==> src/rtl/core/luminance_tone_mapper_top_macros.svh <==
// Assertion macros for the tone mapper RTL (used by ltm_queue).
`ifndef LUMINANCE_TONE_MAPPER_TOP_MACROS_SVH
`define LUMINANCE_TONE_MAPPER_TOP_MACROS_SVH
`ifndef SYNTH
`define LTM_ASSERT(lbl, clk, rstn, prop) \
  lbl: assert property (@(posedge clk) disable iff (!rstn) prop) else $error("check failed");
`define LTM_NEVER(lbl, clk, rstn, cond) \
  lbl: assert property (@(posedge clk) disable iff (!rstn) !(cond)) else $error("check failed");
`else
`define LTM_ASSERT(lbl, clk, rstn, prop)
`define LTM_NEVER(lbl, clk, rstn, cond)
`endif
`endif

==> src/rtl/core/ltm_pkg.sv <==
`default_nettype none
package ltm_pkg;
  localparam int unsigned ChanW = 24;
  localparam int unsigned LumaW = 25;
  localparam logic [LumaW-1:0] LumaMax = '1;
  localparam logic [23:0] WeightR =
    24'(((64'd2126 << 32) + 64'd1275000) / 64'd2550000);
  localparam logic [23:0] WeightG =
    24'(((64'd7152 << 32) + 64'd1275000) / 64'd2550000);
  localparam logic [23:0] WeightB =
    24'(((64'd722 << 32) + 64'd1275000) / 64'd2550000);
  localparam int unsigned GainFrac = 24;
  // gain is always below 1.0, so its fraction bits hold all of it
  localparam int unsigned GainW = 24;
  localparam int unsigned DivW = 64;
  localparam int unsigned DenW = 26;

  typedef struct packed {
    logic [ChanW-1:0] red;
    logic [ChanW-1:0] green;
    logic [ChanW-1:0] blue;
    logic [LumaW-1:0] luma;
    logic [LumaW-1:0] max_luma;
    logic             bypass;
    logic             recompute;
  } ltm_item_t;

  typedef struct packed {
    logic full;
    logic empty;
  } ltm_qstat_t;

  typedef enum logic [2:0] {
    BK_IDLE, BK_INV1, BK_INV2, BK_NUM, BK_GSTART, BK_GAIN, BK_SCALE, BK_OUT
  } ltm_bk_state_e;
endpackage
`default_nettype wire

==> src/rtl/core/ltm_queue.sv <==
`default_nettype none
`include "luminance_tone_mapper_top_macros.svh"
module ltm_queue import ltm_pkg::*; #(
  parameter int unsigned DEPTH = 4
) (
  input  wire logic      clk_i,
  input  wire logic      rst_ni,
  input  wire logic      push_i,
  input  wire ltm_item_t item_i,
  input  wire logic      pop_i,
  output ltm_item_t      item_o,
  output ltm_qstat_t     qstat_o
);
  localparam int unsigned AW = (DEPTH > 1) ? $clog2(DEPTH) : 1;

  ltm_item_t       mem_q [DEPTH];
  logic [AW-1:0]   wp_q, rp_q;
  logic [AW:0]     cnt_q;

  assign qstat_o.full  = (cnt_q == (AW+1)'(DEPTH));
  assign qstat_o.empty = (cnt_q == '0);
  assign item_o        = mem_q[rp_q];

  always_ff @(posedge clk_i or negedge rst_ni) begin
    if (!rst_ni) begin
      wp_q  <= '0;
      rp_q  <= '0;
      cnt_q <= '0;
    end else begin
      if (push_i) begin
        wp_q <= (wp_q == AW'(DEPTH - 1)) ? '0 : wp_q + 1'b1;
      end
      if (pop_i) begin
        rp_q <= (rp_q == AW'(DEPTH - 1)) ? '0 : rp_q + 1'b1;
      end
      cnt_q <= cnt_q + (AW+1)'(push_i) - (AW+1)'(pop_i);
    end
  end

  always_ff @(posedge clk_i) begin
    if (push_i) begin
      mem_q[wp_q] <= item_i;
    end
  end

  `LTM_NEVER(a_no_overflow, clk_i, rst_ni, push_i && qstat_o.full)
  `LTM_NEVER(a_no_underflow, clk_i, rst_ni, pop_i && qstat_o.empty)
  `LTM_ASSERT(a_cnt_bound, clk_i, rst_ni, cnt_q <= (AW+1)'(DEPTH))
endmodule
`default_nettype wire

==> config.mk <==
export PLATFORM = sky130hd
export DESIGN_NAME = ltm_queue
export DESIGN_NICKNAME = d
export VERILOG_FILES = /design/src/rtl/core/ltm_pkg.sv /design/src/rtl/core/ltm_queue.sv
export VERILOG_INCLUDE_DIRS = /design/src /design/src/rtl/core
export SDC_FILE = /design/constraint.sdc
export NUM_CORES = 1
export LEC_CHECK = 0
export BUFFER_PORTS_ARGS = -buffer_cell sky130_fd_sc_hd__buf_4
export CAP_MARGIN = 40
export CORE_MARGIN = 1.5
export CORE_UTILIZATION = 36
export DETAILED_ROUTE_END_ITERATION = 12
export GPL_ROUTABILITY_DRIVEN = 0
export PLACE_DENSITY = 0.55
export SLEW_MARGIN = 0
export SYNTH_ARGS = -nofsm -noshare
export SYNTH_HDL_FRONTEND = slang
export SYNTH_SLANG_ARGS = --single-unit
export TNS_END_PERCENT = 1
==> constraint.sdc <==
create_clock -name clk_i -period 8.65 [get_ports clk_i]
set_input_delay 0.4325 -clock clk_i [delete_from_list [all_inputs] [get_ports clk_i]]
set_output_delay 0.4325 -clock clk_i [all_outputs]
set_load 0.02 [all_outputs]
Word-level counts from Yosys, hierarchy flattened:

Memory sizes are Yosys's and may differ from the RTL's.
Index checks and enable logic that the tools add are counted.

* register bits after elaboration: 7
* memory bits (writable): 496
* bits of input ports: 128
* output and inout bits: 126
* logic and storage cells: 16
* memories kept: 1

* add/subtract/negate cells: 4
* equal/unequal tests: 3
* mux-type cells: 4
* reductions and logical operators: 1

Memory list
* mem_q: words 4, width 124, rd ports 1, clocked after Yosys merged registers in 0, write ports 1, line ltm_queue.sv:16 `ltm_item_t mem_q [DEPTH];`

Operators by type and width (number)
* $add 2x1->2 const B: 2
* $eq 2x2->1 const B: 2
* $mux 2: 2
* $add 3x1->3: 1
* $eq 3x3->1 const B: 1
* $logic_not 3->1: 1
* $sub 3x1->3: 1
* $mux 1: 2

Longest topological paths before layout:

* word-level depth: 2
* depth in mapped cells: 7
* depth with buffers taken out: 7

Worst setup path before layout:

Ideal clock, no wire load.

* path kind: register -> register
* from: register wp_q[0]
* to: memory mem_q[0][0] in the netlist's numbering (enable)
* setup time: 0.497 ns
* arrival: 3.467 ns
* data required time: 8.153 ns
* setup slack: 4.686 ns
* stages on the path, launching flop included: 4
* buffers on the path: 0
* period minus slack after synthesis: 3.964 ns
* path through: dfrtp_1 inv_1 ha_1 and2_1

RTL lines
* from (decl): line ltm_queue.sv:17 `logic [AW-1:0] wp_q, rp_q;`
* from (signal assigned): line ltm_queue.sv:31 `wp_q <= (wp_q == AW'(DEPTH - 1)) ? '0 : wp_q + 1'b1;`
* to (decl): line ltm_queue.sv:16

No word-level cell before the write port.

==> results.md <==
- Hold Crit Depth: 1
- Netlist cell types: 19
- Mux contribution to synthesized area: 0.154
- Skew-Pair Late Insertion Delay: 0.58 ns
- CP endpoint kind: primary output
- Share of the cycle needed by the critical path after routing: 0.434
- Max Buffers Root-to-Sink: 3
- Path depth of the worst reg2reg path: 4
- RSZ-0062 raised after global routing: no
- Number of routed nets with antenna violations: 0
- Avg WL per Cell: 21.4 µm
- Worst reg2reg startpoint: wp_q[0]
- Setup TNS: 0 ns
- Power Density: 347 nW/µm²
- GRT overflow: 0
- Critical path peak fanout: 32
- Leak: 7.70 nW
- First-pass GRT wire length: 55600 µm
- # setup viols final: 0
- Status: finished clean
- Share of layout cells above drive strength 1: 0.461
- Reg2Reg Setup Slack: 6.44 ns
- Clock buffer count from CTS: 52
- DRC errors left: 0
- ANT cells: 0
- Most frequent cells in the layout: edfxtp_1, buf_4, mux4_2
- DR pass1 iterations: 4
- Largest net degree at the start of global routing: 54
- Worst Path Arrival: 3.32 ns
- Final hold viol count: 0
- CTS tree: built
- Final #Nets: roughly 1100
- Fin cells: 1697
- Hold_buf cts: 1
- Fillers: between 4000 and 5000
- DRT iter0 DRCs: 444
- Die Y: 228 µm
- Number of global-route vias before repair: just under 9000
- Root Driver: clkbuf_16
- Mean Syn Cell Area: 26.7 µm²
- Post-synthesis sequential area ratio: 0.825
- Endpoint, Worst Hold: mem_q[1][20]
- CTS clk-pin slew, worst paths: about 0.060 ns
- CP Data Required Time: 8.22 ns
- Post-synthesis compound-gate area fraction: 0.000548
- Mapped Cells: between 600 and 700
- Ports: around 250
- Register area: 15100 µm²
- Worst VDD drop: 198 µV
- Syn_nets: 820
- Postcts setup bufs: 0
- Slowest cell on crit path: dfrtp_4
- Row cnt: 82
- Post-synthesis adder-cell area fraction: 0.00589
- Cell area after layout: 22800 µm²
- Clk sinks: 503
- Area of the multi-input gates: 3010 µm²
- Placed Cells: 1603
- DP HPWL: between 20000 and 25000 µm
- Synth area leader: edfxtp_1
- Worst-Margin Slew: 0.638 ns
- Max Cap Viol: 0
- Clock skew: 0.0227 ns
- H-tree depth: 2
- Area growth, synth to finish: 24.6%
- Yosys reg bits: between 500 and 600
- Die Area: 52100 µm²
- Max incr delay on CP: 0.72 ns
- Pwr Total: slightly below 8 mW
- Simple-Gate Fraction of Synth Area: 0.00288
- Type of origin of the critical path: flop
- Routed wire length: 36300 µm
- Hold crit path type: in -> reg
- Hold_sp: item_i[20]
- Worst slew margin: 0.575
- Cell Chain, Critical Path: buf_4, buf_4, buf_16, mux4_2, buf_4
- Syn Std Cell Area: 18300 µm²
- PostCTS Resize Cnt: 0
- Commonest non-fill, non-tap cell in the layout: edfxtp_1
- Starting density of the core: 0.365
- Vias: roughly 8100
- Largest family of logic cells by synthesized area: multiplexers
- Top post-synthesis cells by area: edfxtp_1, mux4_2, dfrtp_1, ha_1, buf_2
- Vias/cell: 4.79
- GRT Total Usage: 0.141
- Post-synthesis xor/xnor area fraction: 0.000959
- # port buffers: 253
- FF-to-FF End: mem_q[0][83]
- CP most frequent cell: buf_4
- Final min period: around 3.8 ns
- Post-DP Area: 21200 µm²
- Die X: 228 µm
- Yosys warnings: 0
- Initial antenna violation count: 0
- Worst Setup Path Type: reg -> out
- Post-synth top area share: 0.815
- Max-slew violations: 0
- Core ar.: 50100 µm²
- Max frequency: 266 MHz
[Yosys cell counts]
cell type and n:
and2_1 4, and3_1 1, buf_2 15, buf_4 1, buf_6 6, clkbuf_1 6
dfrtp_1 7, edfxtp_1 496, fa_1 1, ha_1 7, inv_1 6, mux2_2 2
mux4_2 124, nand2_1 1, nor2_1 1, nor3_1 1, o21ai_0 2, or3b_2 1
xnor2_1 2
[critical path: cells and delay by family, from the launching register on]
family	cells	cell delay [ns]
buffers and inverters	4	1.42
DFF	1	0.72
muxes	1	0.56
[final cells by class]
class / instances / share of cell area
repair buffers: 276 / 0.0987
flip-flops and latches: 503 / 0.663
well taps: 672 / 0.0369
multi-input cells: 147 / 0.132
inverters: 6 / 0.000990
clock inverters: 29 / 0.00830
clock buffers: 64 / 0.0601
[metal layers]
metal | share of wire | up-vias | GRT usage
met1 | 0.43 | 4268 | 0.185
met3 | 0.069 | 54 | 0.0466
met5 | 0 | - | 0
met2 | 0.48 | 233 | 0.226
li1 | - | 3569 | -
met4 | 0.019 | 0 | 0.0375
[worst max path at each step]
stage	from	to	slack [ns]	cells after the start
after floorplan	wp_q[0]	mem_q[0][0]	4.69	3
after global placement	rp_q[0]	item_o[98]	5.20	4
after detailed placement	rp_q[1]	item_o[13]	5.37	5
after CTS	rp_q[1]	item_o[13]	4.74	5
after global routing	rp_q[0]	item_o[89]	4.61	5
final	rp_q[0]	item_o[99]	4.89	5
[sequential cells by signal (all words and copies together) (netlist names)]
name and cells:
cnt_q 3, mem_q 496, wp_q 2, rp_q 2
[power breakdown]
group	internal [mW]	switching [mW]	total, mW
Clock	1.18	0.882	2.06
Sequential	3.12	0.144	3.27
Combinational	1.18	1.38	2.57
[cell families after synthesis]
logic type,count (synthesis)
fa+ha+maj,8
flops,503
xor+xnor,2
mux,126
simple gates,9
buf+inv,34
compound gates,2
[stage by stage]
| step | utilization | worst slack [ns] | hold slack [ns] |
|---|---|---|---|
| after floorplan | - | 4.69 | 0.137 |
| after CTS | 0.455 | 4.74 | 0.00327 |
| after detailed placement | 0.423 | 5.37 | 0.262 |
| final | 0.455 | 4.89 | 0.0453 |
| after global placement | 0.418 | 5.20 | 0.260 |
| after global routing | 0.455 | 4.61 | 0.0167 |
Note: power is estimated with default switching activity, not from simulation.
