File: src/rtl/core/luminance_tone_mapper_top_macros.svh
// Assertion macros for the tone mapper RTL (used by ltm_queue).
`ifndef LUMINANCE_TONE_MAPPER_TOP_MACROS_SVH
`define LUMINANCE_TONE_MAPPER_TOP_MACROS_SVH
`ifndef SYNTH
`define LTM_ASSERT(lbl, clk, rstn, prop) \
  lbl: assert property (@(posedge clk) disable iff (!rstn) prop) else $error("check failed");
`define LTM_NEVER(lbl, clk, rstn, cond) \
  lbl: assert property (@(posedge clk) disable iff (!rstn) !(cond)) else $error("check failed");
`else
`define LTM_ASSERT(lbl, clk, rstn, prop)
`define LTM_NEVER(lbl, clk, rstn, cond)
`endif
`endif

File: src/rtl/core/ltm_pkg.sv
`default_nettype none
package ltm_pkg;
  localparam int unsigned ChanW = 24;
  localparam int unsigned LumaW = 25;
  localparam logic [LumaW-1:0] LumaMax = '1;
  localparam logic [23:0] WeightR =
    24'(((64'd2126 << 32) + 64'd1275000) / 64'd2550000);
  localparam logic [23:0] WeightG =
    24'(((64'd7152 << 32) + 64'd1275000) / 64'd2550000);
  localparam logic [23:0] WeightB =
    24'(((64'd722 << 32) + 64'd1275000) / 64'd2550000);
  localparam int unsigned GainFrac = 24;
  // gain is always below 1.0, so its fraction bits hold all of it
  localparam int unsigned GainW = 24;
  localparam int unsigned DivW = 64;
  localparam int unsigned DenW = 26;

  typedef struct packed {
    logic [ChanW-1:0] red;
    logic [ChanW-1:0] green;
    logic [ChanW-1:0] blue;
    logic [LumaW-1:0] luma;
    logic [LumaW-1:0] max_luma;
    logic             bypass;
    logic             recompute;
  } ltm_item_t;

  typedef struct packed {
    logic full;
    logic empty;
  } ltm_qstat_t;

  typedef enum logic [2:0] {
    BK_IDLE, BK_INV1, BK_INV2, BK_NUM, BK_GSTART, BK_GAIN, BK_SCALE, BK_OUT
  } ltm_bk_state_e;
endpackage
`default_nettype wire

File: src/rtl/core/ltm_front.sv
`default_nettype none
module ltm_front import ltm_pkg::*; #(
  parameter int unsigned CHANNEL_FRAC_BITS = 8,
  parameter int unsigned LUMA_FRAC_BITS = 16
) (
  input  wire logic             clk_i,
  input  wire logic             rst_ni,
  input  wire logic             in_valid_i,
  output logic                  in_stall_o,
  input  wire logic             kind_i,
  input  wire logic             first_i,
  input  wire logic [ChanW-1:0] red_in_i,
  input  wire logic [ChanW-1:0] green_in_i,
  input  wire logic [ChanW-1:0] blue_in_i,
  input  wire ltm_qstat_t       qstat_i,
  output logic                  push_o,
  output ltm_item_t             item_o
);
  localparam int unsigned Shift = 32 + CHANNEL_FRAC_BITS - LUMA_FRAC_BITS;

  logic             valid_q, kind_q, first_q, stale_q;
  logic [ChanW-1:0] r_q, g_q, b_q;
  logic [47:0]      pr_q, pg_q, pb_q;
  logic [LumaW-1:0] max_q;
  logic [51:0]      sum_w, lv;
  logic [LumaW-1:0] luma;
  logic             move, accept, bypass;

  always_comb begin
    sum_w  = 52'(pr_q) + 52'(pg_q) + 52'(pb_q) + (52'd1 << (Shift - 1));
    lv     = sum_w >> Shift;
    luma   = (lv > 52'(LumaMax)) ? LumaMax : lv[LumaW-1:0];
    bypass = ({1'b0, max_q} <= (26'd1 << LUMA_FRAC_BITS)) || (luma == '0);
    move   = valid_q && (!kind_q || !qstat_i.full);
    accept = in_valid_i && !in_stall_o;
  end

  assign in_stall_o = valid_q && !move;
  assign push_o     = valid_q && kind_q && !qstat_i.full;
  assign item_o     = '{red: r_q, green: g_q, blue: b_q, luma: luma, max_luma: max_q,
                        bypass: bypass, recompute: stale_q && !bypass};

  always_ff @(posedge clk_i or negedge rst_ni) begin
    if (!rst_ni) begin
      valid_q <= 1'b0;
      max_q   <= '0;
      stale_q <= 1'b1;
    end else begin
      if (accept) begin
        valid_q <= 1'b1;
      end else if (move) begin
        valid_q <= 1'b0;
      end
      if (move && !kind_q) begin
        if (first_q || luma > max_q) begin
          max_q <= luma;
        end
        stale_q <= 1'b1;
      end else if (push_o && !bypass) begin
        stale_q <= 1'b0;
      end
    end
  end

  always_ff @(posedge clk_i) begin
    if (accept) begin
      kind_q  <= kind_i;
      first_q <= first_i;
      r_q     <= red_in_i;
      g_q     <= green_in_i;
      b_q     <= blue_in_i;
      pr_q    <= 48'(red_in_i) * 48'(WeightR);
      pg_q    <= 48'(green_in_i) * 48'(WeightG);
      pb_q    <= 48'(blue_in_i) * 48'(WeightB);
    end
  end
endmodule
`default_nettype wire

File: config.mk
export PLATFORM = sky130hd
export DESIGN_NAME = ltm_front
export DESIGN_NICKNAME = d
export VERILOG_FILES = /design/src/rtl/core/luminance_tone_mapper_top_macros.svh /design/src/rtl/core/ltm_pkg.sv /design/src/rtl/core/ltm_front.sv
export SDC_FILE = /design/constraint.sdc
export NUM_CORES = 2
export LEC_CHECK = 0
export BUFFER_PORTS_ARGS = -buffer_cell sky130_fd_sc_hd__buf_2
export CORE_MARGIN = 2
export CORE_UTILIZATION = 59
export CTS_BUF_LIST = sky130_fd_sc_hd__clkbuf_8
export CTS_CLUSTER_SIZE = 28
export DETAILED_ROUTE_END_ITERATION = 12
export PLACE_DENSITY = 0.79
export SLEW_MARGIN = 20
export SYNTH_ARGS = -nofsm -noshare
export SYNTH_HDL_FRONTEND = slang
export SYNTH_SLANG_ARGS = --single-unit
File: constraint.sdc
create_clock -name clk_i -period 5.6 [get_ports clk_i]
set_clock_uncertainty 0.15 [all_clocks]
set_input_delay 0.28 -clock clk_i [delete_from_list [all_inputs] [get_ports clk_i]]
set_output_delay 0.28 -clock clk_i [all_outputs]
set_load 0.02 [all_outputs]
# == Word level (Yosys, flattened, before mapping) ==
# Index checks and enable logic that the tools add are counted.
# op_classes
add_sub_neg,3
mul,3
magnitude_cmp,3
mux,5
reduce_logical,20
# ops
op,count
"multiplier 24 x 21 -> 45 bit, second input constant",2
"adder 50 x 24 -> 51 bit, second input constant",1
adder 49 x 45 -> 50 bit,1
adder 46 x 48 -> 49 bit,1
"multiplier 24 x 19 -> 43 bit, second input constant",1
"greater-than comparator 27 x 25 -> 1 bit, second input constant",1
greater-than comparator 25 bit,1
"<= comparator 25 x 17 -> 1 bit, second input constant",1
logical NOT 25 bit,1
2-to-1 mux 25 bit,1
logical AND 1 bit,8
logical NOT 1 bit,5
2-to-1 mux 1 bit,4
nonzero test 2 bit,2
logical OR 1 bit,3
AND reduction 2 bit,1
# word_totals
regBits,234
word_cells,45

# == Longest topological paths before layout ==
# depth
ltp_word,11
depth_mapped,27
depth_no_buf,25

# == Worst setup path after synthesis ==
# Ideal clock, no wire load.
# synth_timing
path_kind,input -> register
from,in green_in_i[7]
to,reg pg_q[47] (data pin)
setup_time_ns,0.260
arrival_time_ns,6.248
required_time_ns,5.190
setup_slack_ns,-1.058
cell_stages,22
cell_sequence,fa_1 -> fa_1 -> fa_1 -> inv_1 -> fa_1 -> fa_1 -> inv_1 -> fa_1 -> fa_1 -> ha_1 -> a21o_1 -> a21o_1 -> a21oi_1 -> o21ai_0 -> o21ai_0 -> and4b_1 -> a311oi_1 -> nand2_1 -> a311oi_1 -> a211o_1 -> a21oi_1 -> xnor2_1
# synth_between
elab_chain_cells,1
# synth_rtl
element,line,text
from (decl),ltm_front.sv:13,"input wire logic [ChanW-1:0] green_in_i,"
multiplier 24 x 21 -> 45 bit,ltm_front.sv:73,pg_q <= 48'(green_in_i) * 48'(WeightG);
to (signal assigned),ltm_front.sv:73,
to (decl),ltm_front.sv:23,"logic [47:0] pr_q, pg_q, pb_q;"
# No other way between the ends.
# A chain may end at the register's enable or synchronous reset.

==> flow_summary.toml <==
[global_routing]
grt_max_degree = 114
antenna_found_initial = 4
overflow = 0
grt_pass1_vias = 30100
grtUsageTotal = 0.3301
grt_pass1_wl_um = 160000

[route]
drt-initial-drc-count = 2266
vias_per_cell = 5.632
wl_per_cell_um = 21.71
vias = 28730
wirelength_um = 110700
final_antenna_net_count = 0
drc = 0
drt_first_pass_iters = 6

[hold_path]
hp-class = "in -> async"

[die]
die_h_um = 252.5
io_pins = 205
coreArea_mm2 = 0.06137
dieArea_mm2 = 0.06375
die_w_um = 252.5
rows = 91
initial_core_util = 0.5936

[synth]
ys_async_sr_fraction = 0.1200
synth_edf_count = 198
syn_nets = 4721
ys.flop_type = "edfxtp_1"
synthCells = 3357
synth.distinct_cells = 93
synth_area_mm2 = 0.03643
yosysSeqAreaShare = 0.1818
yosys_warnings = 0
syn_avg_cell_area_um2 = 10.85
ys_seq_elements = 225

[critical_path]
crit_type = "reg -> out"
crit_buf_inv = 10
cp_common_cell = "buf_4"
r2r_slack_ps = -650
worstRegToRegCells = 26
critPathSlowestCell = "fa_1"
r2r-end = "max_q[19]"
crit_arrival_ps = 5920
crit_family = "buffers and inverters"
r2r-start = "pg_q[21]"
end_kind = "primary output"
max_stage_delay_ps = 560
path_max_fanout = 3
startpoint_type = "flop"
critPathRequiredTime_ps = 5170

[layout]
layout.nets = 5639
nFillCells = 3556
layout-drive-gt1-share = 0.2880
stdcell_count = 5102
register_area_mm2 = 0.006623
syn_to_final_growth_pct = 29.48
multi_input_comb_area_mm2 = 0.02830

[clocking]
cts_max_path_buffers = 3
cts_tree = "yes"
clk_latency_ps = 710
cts_root_buf = "clkbuf_8"
clk_pin_slew_ps = 80
cts_max_level = 2
cts_made_buffers = 44
cts_num_sinks = 225

[sta]
slew_headroom = 0.3997
fin_crit_sh = 1.135
worst_slack_ps = -753.6
slew_violations = 0
hold_viol_final = 0
tightest_slew_ps = 900.4
min_period_ps = 6354
setup_viol = 53
fmax_mhz = 157.4
rsz0062_at_grt = "yes"

[place]
placed_cells = 4866
dpl.hpwl_um = 82470
place_congestion = 0.9633
port_buffers = 203

[status]
status = "finished with violations"
violations = "setup timing"

[job]
max_cap_viol_count = 0
[how the worst max path moves through the flow]
stage / slack, ps / to / startpoint / cells past startpoint
floorplan: -660 / pg_q[47] / green_in_i[9] / 22
global route: -900 / item_o[0] / pg_q[21] / 23
finish: -750 / item_o[0] / pr_q[21] / 25
CTS: -690 / item_o[0] / pb_q[19] / 21
detailed placement: -1300 / pg_q[47] / green_in_i[10] / 22
global placement: -1190 / pg_q[47] / green_in_i[10] / 22
[area by class of cell]
type                            instances  share of cell area
Inverter                              946             0.07528
Antenna cell                            3           0.0001592
Tap cell                              790             0.02096
Timing Repair Buffer                  891              0.1435
Multi-Input combinational cell       2167              0.6000
Clock buffer                           45             0.01313
Clock inverter                         35            0.006552
Sequential cell                       225              0.1404
[per-layer routing]
layer  share of wire  global-route usage
met4           0.057              0.1413
met3           0.087             0.06066
met2            0.47              0.5396
met5               0                   0
met1            0.39              0.4333
[worst reg2reg max path, stage by stage, from the launching register on]
cell       delay [ps]
edfxtp_1          410
inv_1             100
fa_1              440
inv_1             210
ha_4              260
ha_4              280
nand2_1            80
or4_4             510
or4_4             440
o22ai_4           210
buf_6             150
buf_6              90
o21ai_4            80
buf_6             140
o21bai_1          140
xor2_1            300
ha_1              320
nor2b_1           140
o21ai_1           130
nand2b_1           90
a221oi_2          300
a21oi_2           120
nor4bb_4          330
a211oi_4           80
buf_12            170
clkbuf_16         160
mux2_4            300
[cell families (layout without fill, tap and decap cells)]
logic type | count (synthesis) | after routing | share of synthesized area
other cells | 0 | 3 | 0
mux | 25 | 25 | 0.007659
compound gates | 414 | 414 | 0.07604
xor+xnor | 128 | 128 | 0.03139
fa+ha+maj | 1285 | 1285 | 0.5572
buf+inv | 965 | 1917 | 0.1012
simple gates | 315 | 315 | 0.04479
flops | 225 | 225 | 0.1818
[repair_timing]
action | CTS | global route
gates cloned | 0 | 3
setup buffers | 36 | 44
resized for setup | 133 | 241
hold endpoints to repair | 102 | 1
hold buffers | 77 | 1
pin swaps | 116 | 170
setup endpoints to repair | 51 | 71
[cell usage after synthesis (4+ instances only)]
library cell	instances	share of area
a21oi_1	122	0.017
a21o_1	73	0.015
nor4_1	9	0.0015
dfrtp_1	26	0.018
clkbuf_1	5	0.00052
a21boi_0	4	0.00082
a2111oi_0	6	0.0014
ha_1	723	0.25
nand4_1	18	0.0031
and3_1	14	0.0024
o41ai_1	5	0.0012
nand2_1	72	0.0074
o31ai_1	5	0.0010
nand3_1	27	0.0037
inv_1	946	0.097
xor2_1	42	0.010
or3_1	6	0.0010
nor2_1	82	0.0084
edfxtp_1	198	0.16
mux2_2	22	0.0068
or4_1	4	0.00082
a211o_1	4	0.00096
nand2b_1	18	0.0031
o21bai_1	18	0.0037
a211oi_1	11	0.0023
a31oi_1	12	0.0021
nor2b_1	17	0.0029
buf_4	11	0.0023
or2_2	4	0.00069
a21oi_2	4	0.00096
o21ai_1	9	0.0012
fa_1	562	0.31
o211ai_1	6	0.0012
nor3_1	13	0.0018
o21ai_0	57	0.0078
and2_1	5	0.00086
o21a_1	27	0.0056
and4_1	5	0.0012
xnor2_1	83	0.020
[cells in the final DEF, fill, tap and decap left out, types with 13 or more instances in the layout]
| cell type | instances |
|---|---|
| fa_2 | 36 |
| nor2b_1 | 16 |
| xor2_1 | 37 |
| o21bai_1 | 17 |
| inv_2 | 36 |
| o21a_1 | 27 |
| clkbuf_8 | 45 |
| buf_2 | 171 |
| and3_1 | 13 |
| nor2_1 | 77 |
| dfrtp_1 | 26 |
| o21ai_1 | 13 |
| xnor2_1 | 73 |
| edfxtp_1 | 198 |
| nand4_1 | 18 |
| buf_6 | 45 |
| a21o_1 | 73 |
| buf_4 | 578 |
| a21oi_1 | 90 |
| a21oi_2 | 32 |
| o21ai_2 | 13 |
| ha_4 | 84 |
| o21ai_0 | 40 |
| nand2b_1 | 17 |
| nand3_1 | 23 |
| inv_1 | 913 |
| fa_1 | 526 |
| nand2_1 | 64 |
| dlygate4sd3_1 | 78 |
| ha_1 | 628 |
[registers in the layout (all words and copies together) (netlist names)]
register  flops
b_q          24
first_q       1
g_q          24
kind_q        1
max_q        25
pb_q         39
pg_q         43
pr_q         42
r_q          24
stale_q       1
valid_q       1
[through the flow]
stage	utilization	TNS, ps	hold WS, ps	instance area, µm²	setup slack (ps)
after global placement	0.7012	-43970	220.7	43040	-1187
final	0.7686	-22260	41.08	47170	-753.6
after detailed placement	0.7012	-50440	216.1	43040	-1297
after CTS	0.7441	-17200	5.611	45670	-689.9
after global routing	0.7686	-31630	73.50	47170	-903.0
after floorplan	-	-11940	-165.6	37130	-662.3
Power is left out: the tool's default activity adds up to more than one toggle a clock period on the data nets, which glitch-free logic cannot reach.
