### config.mk
export PLATFORM = sky130hd
export DESIGN_NAME = ltm_back
export DESIGN_NICKNAME = d
export VERILOG_FILES = /design/src/rtl/core/luminance_tone_mapper_top_macros.svh /design/src/rtl/core/ltm_pkg.sv /design/src/rtl/core/ltm_div.sv /design/src/rtl/core/ltm_back.sv
export SDC_FILE = /design/constraint.sdc
export NUM_CORES = 2
export LEC_CHECK = 0
export BUFFER_PORTS_ARGS = -buffer_cell sky130_fd_sc_hd__buf_2
export CAP_MARGIN = 20
export CORE_ASPECT_RATIO = 0.6
export CORE_MARGIN = 4
export CORE_UTILIZATION = 35
export CTS_BUF_LIST = sky130_fd_sc_hd__clkbuf_2 sky130_fd_sc_hd__clkbuf_4 sky130_fd_sc_hd__clkbuf_8
export DETAILED_ROUTE_END_ITERATION = 8
export PLACE_DENSITY = 0.6
export SLEW_MARGIN = 10
export SYNTH_ARGS = -nofsm -noshare
export SYNTH_HDL_FRONTEND = slang
export SYNTH_SLANG_ARGS = --single-unit
### constraint.sdc
create_clock -name clk_i -period 14.6 [get_ports clk_i]
set_input_delay 0 -clock clk_i [delete_from_list [all_inputs] [get_ports clk_i]]
set_output_delay 0 -clock clk_i [all_outputs]
set_load 0.01 [all_outputs]
### src/rtl/core/luminance_tone_mapper_top_macros.svh
// Assertion macros for the tone mapper RTL (used by ltm_queue).
`ifndef LUMINANCE_TONE_MAPPER_TOP_MACROS_SVH
`define LUMINANCE_TONE_MAPPER_TOP_MACROS_SVH
`ifndef SYNTH
`define LTM_ASSERT(lbl, clk, rstn, prop) \
  lbl: assert property (@(posedge clk) disable iff (!rstn) prop) else $error("check failed");
`define LTM_NEVER(lbl, clk, rstn, cond) \
  lbl: assert property (@(posedge clk) disable iff (!rstn) !(cond)) else $error("check failed");
`else
`define LTM_ASSERT(lbl, clk, rstn, prop)
`define LTM_NEVER(lbl, clk, rstn, cond)
`endif
`endif

### src/rtl/core/ltm_pkg.sv
`default_nettype none
package ltm_pkg;
  localparam int unsigned ChanW = 24;
  localparam int unsigned LumaW = 25;
  localparam logic [LumaW-1:0] LumaMax = '1;
  localparam logic [23:0] WeightR =
    24'(((64'd2126 << 32) + 64'd1275000) / 64'd2550000);
  localparam logic [23:0] WeightG =
    24'(((64'd7152 << 32) + 64'd1275000) / 64'd2550000);
  localparam logic [23:0] WeightB =
    24'(((64'd722 << 32) + 64'd1275000) / 64'd2550000);
  localparam int unsigned GainFrac = 24;
  // gain is always below 1.0, so its fraction bits hold all of it
  localparam int unsigned GainW = 24;
  localparam int unsigned DivW = 64;
  localparam int unsigned DenW = 26;

  typedef struct packed {
    logic [ChanW-1:0] red;
    logic [ChanW-1:0] green;
    logic [ChanW-1:0] blue;
    logic [LumaW-1:0] luma;
    logic [LumaW-1:0] max_luma;
    logic             bypass;
    logic             recompute;
  } ltm_item_t;

  typedef struct packed {
    logic full;
    logic empty;
  } ltm_qstat_t;

  typedef enum logic [2:0] {
    BK_IDLE, BK_INV1, BK_INV2, BK_NUM, BK_GSTART, BK_GAIN, BK_SCALE, BK_OUT
  } ltm_bk_state_e;
endpackage
`default_nettype wire

### src/rtl/core/ltm_div.sv
`default_nettype none
module ltm_div import ltm_pkg::*; (
  input  wire logic            clk_i,
  input  wire logic            rst_ni,
  input  wire logic            start_i,
  input  wire logic [DivW-1:0] dividend_i,
  input  wire logic [DenW-1:0] divisor_i,
  output logic                 done_o,
  output logic [DivW-1:0]      quot_o
);
  // restoring divide, one quotient bit per cycle
  logic            busy_q, done_q;
  logic [5:0]      cnt_q;
  logic [DivW-1:0] dvd_q, quot_q;
  logic [DenW-1:0] den_q, rem_q;
  logic [DenW:0]   trial;
  logic            fits;

  always_comb begin
    trial = {rem_q, dvd_q[DivW-1]};
    fits  = trial >= {1'b0, den_q};
  end

  assign done_o = done_q;
  assign quot_o = quot_q;

  always_ff @(posedge clk_i or negedge rst_ni) begin
    if (!rst_ni) begin
      busy_q <= 1'b0;
      done_q <= 1'b0;
      cnt_q  <= '0;
    end else begin
      done_q <= 1'b0;
      if (start_i) begin
        busy_q <= 1'b1;
        cnt_q  <= '0;
      end else if (busy_q) begin
        cnt_q <= cnt_q + 1'b1;
        if (cnt_q == 6'd63) begin
          busy_q <= 1'b0;
          done_q <= 1'b1;
        end
      end
    end
  end

  always_ff @(posedge clk_i) begin
    if (start_i) begin
      dvd_q <= dividend_i;
      den_q <= divisor_i;
      rem_q <= '0;
    end else if (busy_q) begin
      dvd_q  <= {dvd_q[DivW-2:0], 1'b0};
      rem_q  <= fits ? DenW'(trial - {1'b0, den_q}) : trial[DenW-1:0];
      quot_q <= {quot_q[DivW-2:0], fits};
    end
  end
endmodule
`default_nettype wire

### src/rtl/core/ltm_back.sv
`default_nettype none
module ltm_back import ltm_pkg::*; #(
  parameter int unsigned LUMA_FRAC_BITS = 16
) (
  input  wire logic             clk_i,
  input  wire logic             rst_ni,
  input  wire ltm_qstat_t       qstat_i,
  input  wire ltm_item_t        item_i,
  output logic                  pop_o,
  output logic                  out_valid_o,
  input  wire logic             out_stall_i,
  output logic [ChanW-1:0]      red_out_o,
  output logic [ChanW-1:0]      green_out_o,
  output logic [ChanW-1:0]      blue_out_o,
  output logic                  bypassed_o
);
  ltm_bk_state_e    state_q, state_d;
  ltm_item_t        it_q;
  logic [31:0]      inv_q;
  logic [26:0]      num_q;
  logic [GainW-1:0] gain_q;
  logic [1:0]       ch_q;
  logic [ChanW-1:0] ro_q, go_q, bo_q;
  logic             byp_q;
  logic             div_start, div_done;
  logic [DivW-1:0]  div_dvd, div_q;
  logic [DenW-1:0]  div_den;
  logic [ChanW-1:0] ch_sel, ch_res;
  logic [67:0]      sc;
  logic [56:0]      prod;

  ltm_div u_div (
    .clk_i, .rst_ni, .start_i(div_start), .dividend_i(div_dvd), .divisor_i(div_den),
    .done_o(div_done), .quot_o(div_q)
  );

  always_comb begin
    state_d = state_q;
    case (state_q)
      BK_IDLE: begin
        if (!qstat_i.empty) begin
          if (item_i.bypass) state_d = BK_OUT;
          else if (item_i.recompute) state_d = BK_INV1;
          else state_d = BK_NUM;
        end
      end
      BK_INV1:   if (div_done) state_d = BK_INV2;
      BK_INV2:   if (div_done) state_d = BK_NUM;
      BK_NUM:    state_d = BK_GSTART;
      BK_GSTART: state_d = BK_GAIN;
      BK_GAIN:   if (div_done) state_d = BK_SCALE;
      BK_SCALE:  if (ch_q == 2'd2) state_d = BK_OUT;
      BK_OUT:    if (!out_stall_i) state_d = BK_IDLE;
      default:   state_d = BK_IDLE;
    endcase
  end

  always_comb begin
    pop_o     = (state_q == BK_IDLE) && !qstat_i.empty;
    div_start = 1'b0;
    div_dvd   = '0;
    div_den   = DenW'(it_q.max_luma);
    case (state_q)
      BK_IDLE: begin
        div_start = pop_o && !item_i.bypass && item_i.recompute;
        div_dvd   = DivW'(1) << (32 + LUMA_FRAC_BITS);
        div_den   = DenW'(item_i.max_luma);
      end
      BK_INV1: begin
        div_start = div_done;
        div_dvd   = div_q << LUMA_FRAC_BITS;
      end
      BK_GSTART: begin
        div_start = 1'b1;
        div_dvd   = DivW'(num_q) << GainFrac;
        div_den   = DenW'((DenW'(1) << LUMA_FRAC_BITS) + DenW'(it_q.luma));
      end
      default: ;
    endcase
    out_valid_o = (state_q == BK_OUT);
    prod   = 57'(it_q.luma) * 57'(inv_q);
    ch_sel = (ch_q == 2'd0) ? it_q.red : (ch_q == 2'd1) ? it_q.green : it_q.blue;
    sc     = (68'(ch_sel) * 68'(gain_q) + (68'd1 << (GainFrac - 1))) >> GainFrac;
    ch_res = (sc > 68'(24'hFFFFFF)) ? 24'hFFFFFF : sc[ChanW-1:0];
  end

  assign red_out_o   = ro_q;
  assign green_out_o = go_q;
  assign blue_out_o  = bo_q;
  assign bypassed_o  = byp_q;

  always_ff @(posedge clk_i or negedge rst_ni) begin
    if (!rst_ni) begin
      state_q <= BK_IDLE;
    end else begin
      state_q <= state_d;
    end
  end

  always_ff @(posedge clk_i) begin
    if (pop_o) begin
      it_q  <= item_i;
      ro_q  <= item_i.red;
      go_q  <= item_i.green;
      bo_q  <= item_i.blue;
      byp_q <= item_i.bypass;
    end
    if (state_q == BK_INV2 && div_done) inv_q <= div_q[31:0];
    if (state_q == BK_NUM) num_q <= 27'((27'd1 << LUMA_FRAC_BITS) + 27'(prod >> 32));
    if (state_q == BK_GAIN && div_done) begin
      gain_q <= div_q[GainW-1:0];
      ch_q   <= 2'd0;
    end
    if (state_q == BK_SCALE) begin
      ch_q <= ch_q + 1'b1;
      case (ch_q)
        2'd0:    ro_q <= ch_res;
        2'd1:    go_q <= ch_res;
        default: bo_q <= ch_res;
      endcase
    end
  end
endmodule
`default_nettype wire
# == Yosys cells after proc, flatten, opt, wreduce, memory -nomap -nowiden ==
# Cells that the tools add are included.
# totals
regBits,455
in_bits,129
output_inout_bits,75
wordCells,99
# op_classes
n_addsub,6
mul,2
magnitude_cmp,2
n_eq_ne,16
n_mux,37
n_bitwise,1
reduce_logical,14
# op_table
cell,count
24-bit 2-to-1 mux,12
64-bit case mux with 3 select lines,1
64-bit 2-to-1 mux,2
25-bit by 32-bit multiplier with 57-bit output,1
"17-bit by 25-bit adder with 26-bit output, first input constant",2
26-bit case mux with 2 select lines,1
"48-bit by 24-bit adder with 49-bit output, second input constant",1
24-bit by 24-bit multiplier with 48-bit output,1
27-bit by 26-bit greater-or-equal comparator with 1-bit output,1
26-bit 2-to-1 mux,1
26-bit subtractor,1
"25-bit by 24-bit greater-than comparator with 1-bit output, second input constant",1
3-bit case mux with 8 select lines,1
3-bit 2-to-1 mux,7
"3-bit equality test, second input constant",4
6-bit 2-to-1 mux,2
"6-bit by 1-bit adder with 6-bit output, second input constant",1
"3-bit by 2-bit equality test with 1-bit output, second input constant",2
"6-bit equality test, second input constant",1
1-bit 2-to-1 mux,6
2-bit 2-to-1 mux,3
"2-bit by 1-bit != test with 1-bit output, second input constant",3
"2-bit != test, second input constant",3
6-bit AND reduction,1
other kinds (13),19

# == Logic depth before layout (Yosys ltp) ==
# logic_depth
word_depth,9
depth_mapped,35
ltp_nobuf,32

# == Hierarchy ==
# Synthesis repeated with hierarchy kept, for this count alone.
# unflattened
cells_unflattened,6477
hier_area_um2,63358.3
# modules_own_cells
module,n_inst,cells_per_inst,area_each_um2,seq_area_each_um2
ltm_back,1,5872,54989.0,7732.4
ltm_div,1,605,8369.3,5345.1

# == Least setup slack after synthesis ==
# OpenSTA, ideal clock, no wires.
# synth_timing
path_kind,reg2reg
from,register ch_q[1]
to,register go_q[21] (netlist: green_out_o[21])
setup_ps,132
arrival_ps,8154
required_time_ps,14468
path_slack_ps,6313
stages_incl_launch_ff,34
n_path_buf,4
synth_period_minus_slack_ps,8287
path_cell_list,edfxtp_1 -> inv_1 -> ha_1 -> buf_6 -> clkbuf_1 -> mux2i_1 -> o21ai_0 -> clkbuf_1 -> nand2_1 -> fa_1 -> inv_1 -> fa_1 -> inv_1 -> fa_1 -> inv_1 -> fa_1 -> fa_1 -> fa_1 -> inv_1 -> fa_1 -> inv_1 -> ha_1 -> clkbuf_1 -> a21o_1 -> a21o_1 -> a211oi_1 -> o21ai_0 -> or4_1 -> o21bai_1 -> o2111ai_1 -> a21oi_1 -> xnor2_1 -> nor3_1 -> a21oi_1
# synth_via
elab_chain_cells,9
word_cells_on_any_way,10
classes_between,add/sub: 1; mul: 1; order compare: 1; eq/ne: 1; mux: 5; reduce/logical: 1
# synth_rtl
item,line_no,source
"start, declared",ltm_back.sv:22,logic [1:0] ch_q;
"start signal, assigned",ltm_back.sv:115,ch_q <= ch_q + 1'b1;
2-bit by 1-bit equality test with 1-bit output,"ltm_back.sv:82, ltm_back.sv:116",
24-bit 2-to-1 mux (2 in a row),ltm_back.sv:82,ch_sel = (ch_q == 2'd0) ? it_q.red : (ch_q == 2'd1) ? it_q.green : it_q.blue;
24-bit by 24-bit multiplier with 48-bit output,ltm_back.sv:83,sc = (68'(ch_sel) * 68'(gain_q) + (68'd1 << (GainFrac - 1))) >> GainFrac;
48-bit by 24-bit adder with 49-bit output,ltm_back.sv:83,
25-bit by 24-bit greater-than comparator with 1-bit output,ltm_back.sv:84,ch_res = (sc > 68'(24'hFFFFFF)) ? 24'hFFFFFF : sc[ChanW-1:0];
24-bit 2-to-1 mux,ltm_back.sv:84,
24-bit 2-to-1 mux (*),ltm_back.sv:116,case (ch_q)
24-bit 2-to-1 mux (*),ltm_back.sv:114,if (state_q == BK_SCALE) begin
"end signal, assigned",ltm_back.sv:104,go_q <= item_i.green;
"end signal, assigned",ltm_back.sv:118,2'd1: go_q <= ch_res;
"end, declared",ltm_back.sv:23,"logic [ChanW-1:0] ro_q, go_q, bo_q;"
# Mark *: on every way between the ends. The rest lies on a longest branch, timed or not.
# A chain may end at the register's enable or synchronous reset.

# == Worst setup path after layout ==
# layout_timing
from,register ch_q[1]
to,register go_q[12] (netlist: green_out_o[12])
# The elaborated chain is that of the path after synthesis.

==> out/results.txt <==
Number of filler instances in the final layout: 16600. The wire length per cell after detailed routing came out at 19.5 um. The first detailed-routing pass took 5 iterations. The worst slack after detailed placement was 4490 ps. Global routing finished with a remaining overflow of 0. In this run the worst hold path is classified as in -> reg. For the total routing usage reported by global routing, the log shows 0.196.

The max-capacitance violation count is 0. For the number of clock buffers inserted by TritonCTS, the log shows 75. At the end of the flow, the number of nets in the layout was 8231. The final number of hold-violating endpoints is 0. The kind of end point of the critical path was a flip-flop. The number of clock sinks came out at 438. The transition time at the pin with the least slew margin came out at 1150 ps. The number of nets in the synthesized netlist is 7916. The number of library cell types mapped by synthesis was 70; the fraction of registers with async set or reset after synthesis was 0.0251. Entering global routing, the biggest net connects 82 pins. The post-layout instance area was 0.0682 mm^2; the width of the die was 545 um. Number of antenna violations at the first check in global routing: 9. The tools report the headroom to the max-slew limit as 0.231. For this run, the slowest stage of the critical path takes 900 ps. For the worst setup path, the data required time is 15160 ps. In this run the worst path has a maximum fanout of 43. The number of vias per cell after detailed routing is 5.01, and the effective utilization at floorplan is 0.355.

The number of nets still failing antenna checks after routing is 0. Startpoint type of the worst setup path: a flip-flop. Setup slack on the critical path of the routed design comes to 4290 ps. TritonCTS built the clock tree.

The slowest stage of the critical path belongs to the cell sky130_fd_sc_hd__o21ai_4. Synthesis handed over a netlist of 6201 instances. The critical path in this run is classified as reg -> reg. The Yosys warning count was 0; the timing-limited maximum frequency was 97.0 MHz. The final clock period utilization by the worst path is 0.706, and the number of gates resized after CTS is 0.

For the total routed wirelength, the log shows 173 mm. The run gives 0.0642 mm^2 as the instance area after placement. The maximum number of buffers from clock root to sink was 3; the full die area was 0.180 mm^2. The synthesized design contains 438 register bits. The most common flop cell mapped by yosys was sky130_fd_sc_hd__edfxtp_1. Setup total negative slack on the finished layout was measured at 0 ps.

The first global-routing pass estimated 272 mm of wire. Detailed routing inserted a total of 44300 vias. The flow ran to the end, and the final reports show no timing, DRC or antenna violations. Between clock sinks in the finished design, the worst skew comes to 74.7 ps. Final RePlAce weighted congestion: 0.864. The part of the Yosys area used for sequential elements came out at 0.200. The average footprint of a synthesized cell came out at 9.76 um^2.

The H-tree depth is 3, and the clock slew at the register clock pins of the worst setup and hold paths is 60 ps. The layer flagged by global routing as most heavily used is met1. The clock insertion delay at the later pin of the skew report was 750 ps; the cell area after synthesis was 0.0605 mm^2. The die is 330 um tall. The logs give 0 for the remaining design rule violation count and 0.298 for the met1 capacity usage during global routing. The logs give 0.0495 for the global routing met3 resource utilization and 0.281 for the met2 track utilization from global routing. The cell sitting at the root of the clock tree is a sky130_fd_sc_hd__clkbuf_8. Setup repair after global routing left no endpoint under its margin. The proportion of layout cells with a drive suffix above 1 was 0.0787; the max-slew violation count was 0. The synthesized design contains 329 enable-type register cells. Detailed placement finished with a half-perimeter wire length of 124 mm. The logs give 10880 ps for the data arrival time of the critical path and 204 for the number of top-level pins. Setup violations remaining at the end of the flow were counted as 0.

Buffers placed on the I/O ports in this run total 202. Synthesis-to-layout area growth: 12.7%. The tools report the DRC violation total after the first TritonRoute iteration as 3456. Row generation in the floorplan step produced 117 rows.

Via count of the first global-routing pass: 46200. After layout, the minimum clock period comes to 10310 ps. In this run the standard cell core region covers 0.171 mm^2.
worst paths after layout:
kind	endpoint	startpoint	cells past startpoint	slack [ps]
max	green_out_o[12]	ch_q[1]	30	4290
min	it_q[10]	item_i[10]	2	60
max reg2reg	green_out_o[12]	ch_q[1]	30	4290
min reg2reg	u_div.quot_o[43]	u_div.quot_o[42]	0	450
max in group asynchronous	state_q[2]	rst_ni	3	13720
min in group asynchronous	u_div.cnt_q[0]	rst_ni	3	420
cell usage in the layout (no fill, tap or decap), types with 98 or more instances in the layout:
cell type / n
sky130_fd_sc_hd__fa_1: 1169
sky130_fd_sc_hd__dlygate4sd3_1: 250
sky130_fd_sc_hd__a21oi_1: 171
sky130_fd_sc_hd__nor2_1: 130
sky130_fd_sc_hd__ha_1: 415
sky130_fd_sc_hd__o21ai_0: 115
sky130_fd_sc_hd__inv_1: 1250
sky130_fd_sc_hd__buf_2: 202
sky130_fd_sc_hd__edfxtp_1: 329
sky130_fd_sc_hd__nand2_1: 1004
sky130_fd_sc_hd__dfxtp_1: 98
sky130_fd_sc_hd__and2_1: 559
sky130_fd_sc_hd__buf_4: 120
worst max-delay path, delay by kind of cell, from the launching register on:
| kind | cells | cell delay, ps |
|---|---|---|
| compound gates | 11 | 4140 |
| mux | 1 | 240 |
| fa+ha+maj | 9 | 4320 |
| xor+xnor | 1 | 100 |
| flops | 1 | 400 |
| simple gates | 1 | 190 |
| buf+inv | 7 | 670 |
logic make-up after synthesis:
kind of cell / share of synthesized area
and+or+nand+nor: 0.148
buffers and inverters: 0.0986
adders and majority gates: 0.473
AOI/OAI and AO/OA: 0.0505
DFF: 0.200
muxes: 0.0176
xor gates and xnor gates: 0.0119
cells in the mapped netlist (6+ instances only):
| master | count | share of area |
|---|---|---|
| sky130_fd_sc_hd__nor2b_1 | 32 | 0.0033 |
| sky130_fd_sc_hd__fa_1 | 1169 | 0.39 |
| sky130_fd_sc_hd__xnor2_1 | 49 | 0.0071 |
| sky130_fd_sc_hd__mux2_2 | 31 | 0.0058 |
| sky130_fd_sc_hd__o21bai_1 | 13 | 0.0016 |
| sky130_fd_sc_hd__nand2b_1 | 10 | 0.0010 |
| sky130_fd_sc_hd__nand2_1 | 1005 | 0.062 |
| sky130_fd_sc_hd__a21oi_1 | 171 | 0.014 |
| sky130_fd_sc_hd__mux2i_1 | 70 | 0.012 |
| sky130_fd_sc_hd__inv_1 | 1252 | 0.078 |
| sky130_fd_sc_hd__a211oi_1 | 25 | 0.0031 |
| sky130_fd_sc_hd__o21ai_1 | 23 | 0.0019 |
| sky130_fd_sc_hd__dfrtp_1 | 11 | 0.0045 |
| sky130_fd_sc_hd__nand3_1 | 46 | 0.0038 |
| sky130_fd_sc_hd__ha_1 | 417 | 0.086 |
| sky130_fd_sc_hd__buf_1 | 7 | 0.00043 |
| sky130_fd_sc_hd__edfxtp_1 | 329 | 0.16 |
| sky130_fd_sc_hd__dfxtp_1 | 98 | 0.032 |
| sky130_fd_sc_hd__or3_1 | 11 | 0.0011 |
| sky130_fd_sc_hd__a21o_1 | 51 | 0.0063 |
| sky130_fd_sc_hd__xor2_1 | 33 | 0.0048 |
| sky130_fd_sc_hd__o21ai_0 | 137 | 0.011 |
| sky130_fd_sc_hd__and2_1 | 559 | 0.058 |
| sky130_fd_sc_hd__nand4_1 | 25 | 0.0026 |
| sky130_fd_sc_hd__a31oi_1 | 11 | 0.0011 |
| sky130_fd_sc_hd__nor3b_1 | 7 | 0.00087 |
| sky130_fd_sc_hd__a221oi_1 | 31 | 0.0045 |
| sky130_fd_sc_hd__nor2_1 | 132 | 0.0082 |
| sky130_fd_sc_hd__and3_1 | 11 | 0.0011 |
| sky130_fd_sc_hd__clkbuf_1 | 320 | 0.020 |
| sky130_fd_sc_hd__nor3_1 | 44 | 0.0036 |
| sky130_fd_sc_hd__buf_2 | 6 | 0.00050 |
registers in the layout, indices dropped and copies added (netlist names):
| signal | count |
|---|---|
| blue_out_o | 24 |
| bypassed_o | 1 |
| ch_q | 2 |
| gain_q | 24 |
| green_out_o | 24 |
| inv_q | 32 |
| it_q | 122 |
| num_q | 26 |
| red_out_o | 24 |
| state_q | 3 |
| u_div.busy_q | 1 |
| u_div.cnt_q | 6 |
| u_div.den_q | 26 |
| u_div.done_o | 1 |
| u_div.dvd_q | 48 |
| u_div.quot_o | 48 |
| u_div.rem_q | 26 |
through the flow:
stage | utilization | std cells | hold slack [ps]
after floorplan | - | 6201 | -296
after global placement | 0.376 | 8449 | -81.2
after detailed placement | 0.376 | 8450 | -74.7
after CTS | 0.400 | 8834 | 10.9
after global routing | 0.400 | 8835 | 47.7
final | 0.400 | 8839 | 61.8
timing repair:
item                       in CTS  in global routing
setup endpoints to repair       0                  0
hold endpoints to repair      234                  0
hold buffers                  250                  0
buffers inserted                0                  0
metal layers:
layer / vias up / part of all wire
met3: 196 / 0.11
met4: 0 / 0.017
met1: 22700 / 0.46
li1: 19500 / -
met2: 1915 / 0.42
met5: - / 0
layout make-up:
cell class	instances	area (um^2)	area share
multi-input cells	4176	42600	0.625
flip-flops and latches	438	12100	0.178
inverters	1253	4700	0.0689
repair buffers	572	4410	0.0647
well taps	2261	2830	0.0415
clock buffers	101	1250	0.0183
clock inverters	33	267	0.00391
diodes	5	12.5	0.000183
Power is not shown: default switching activity piles up to over one toggle a cycle in this logic, so the estimate is an artifact.
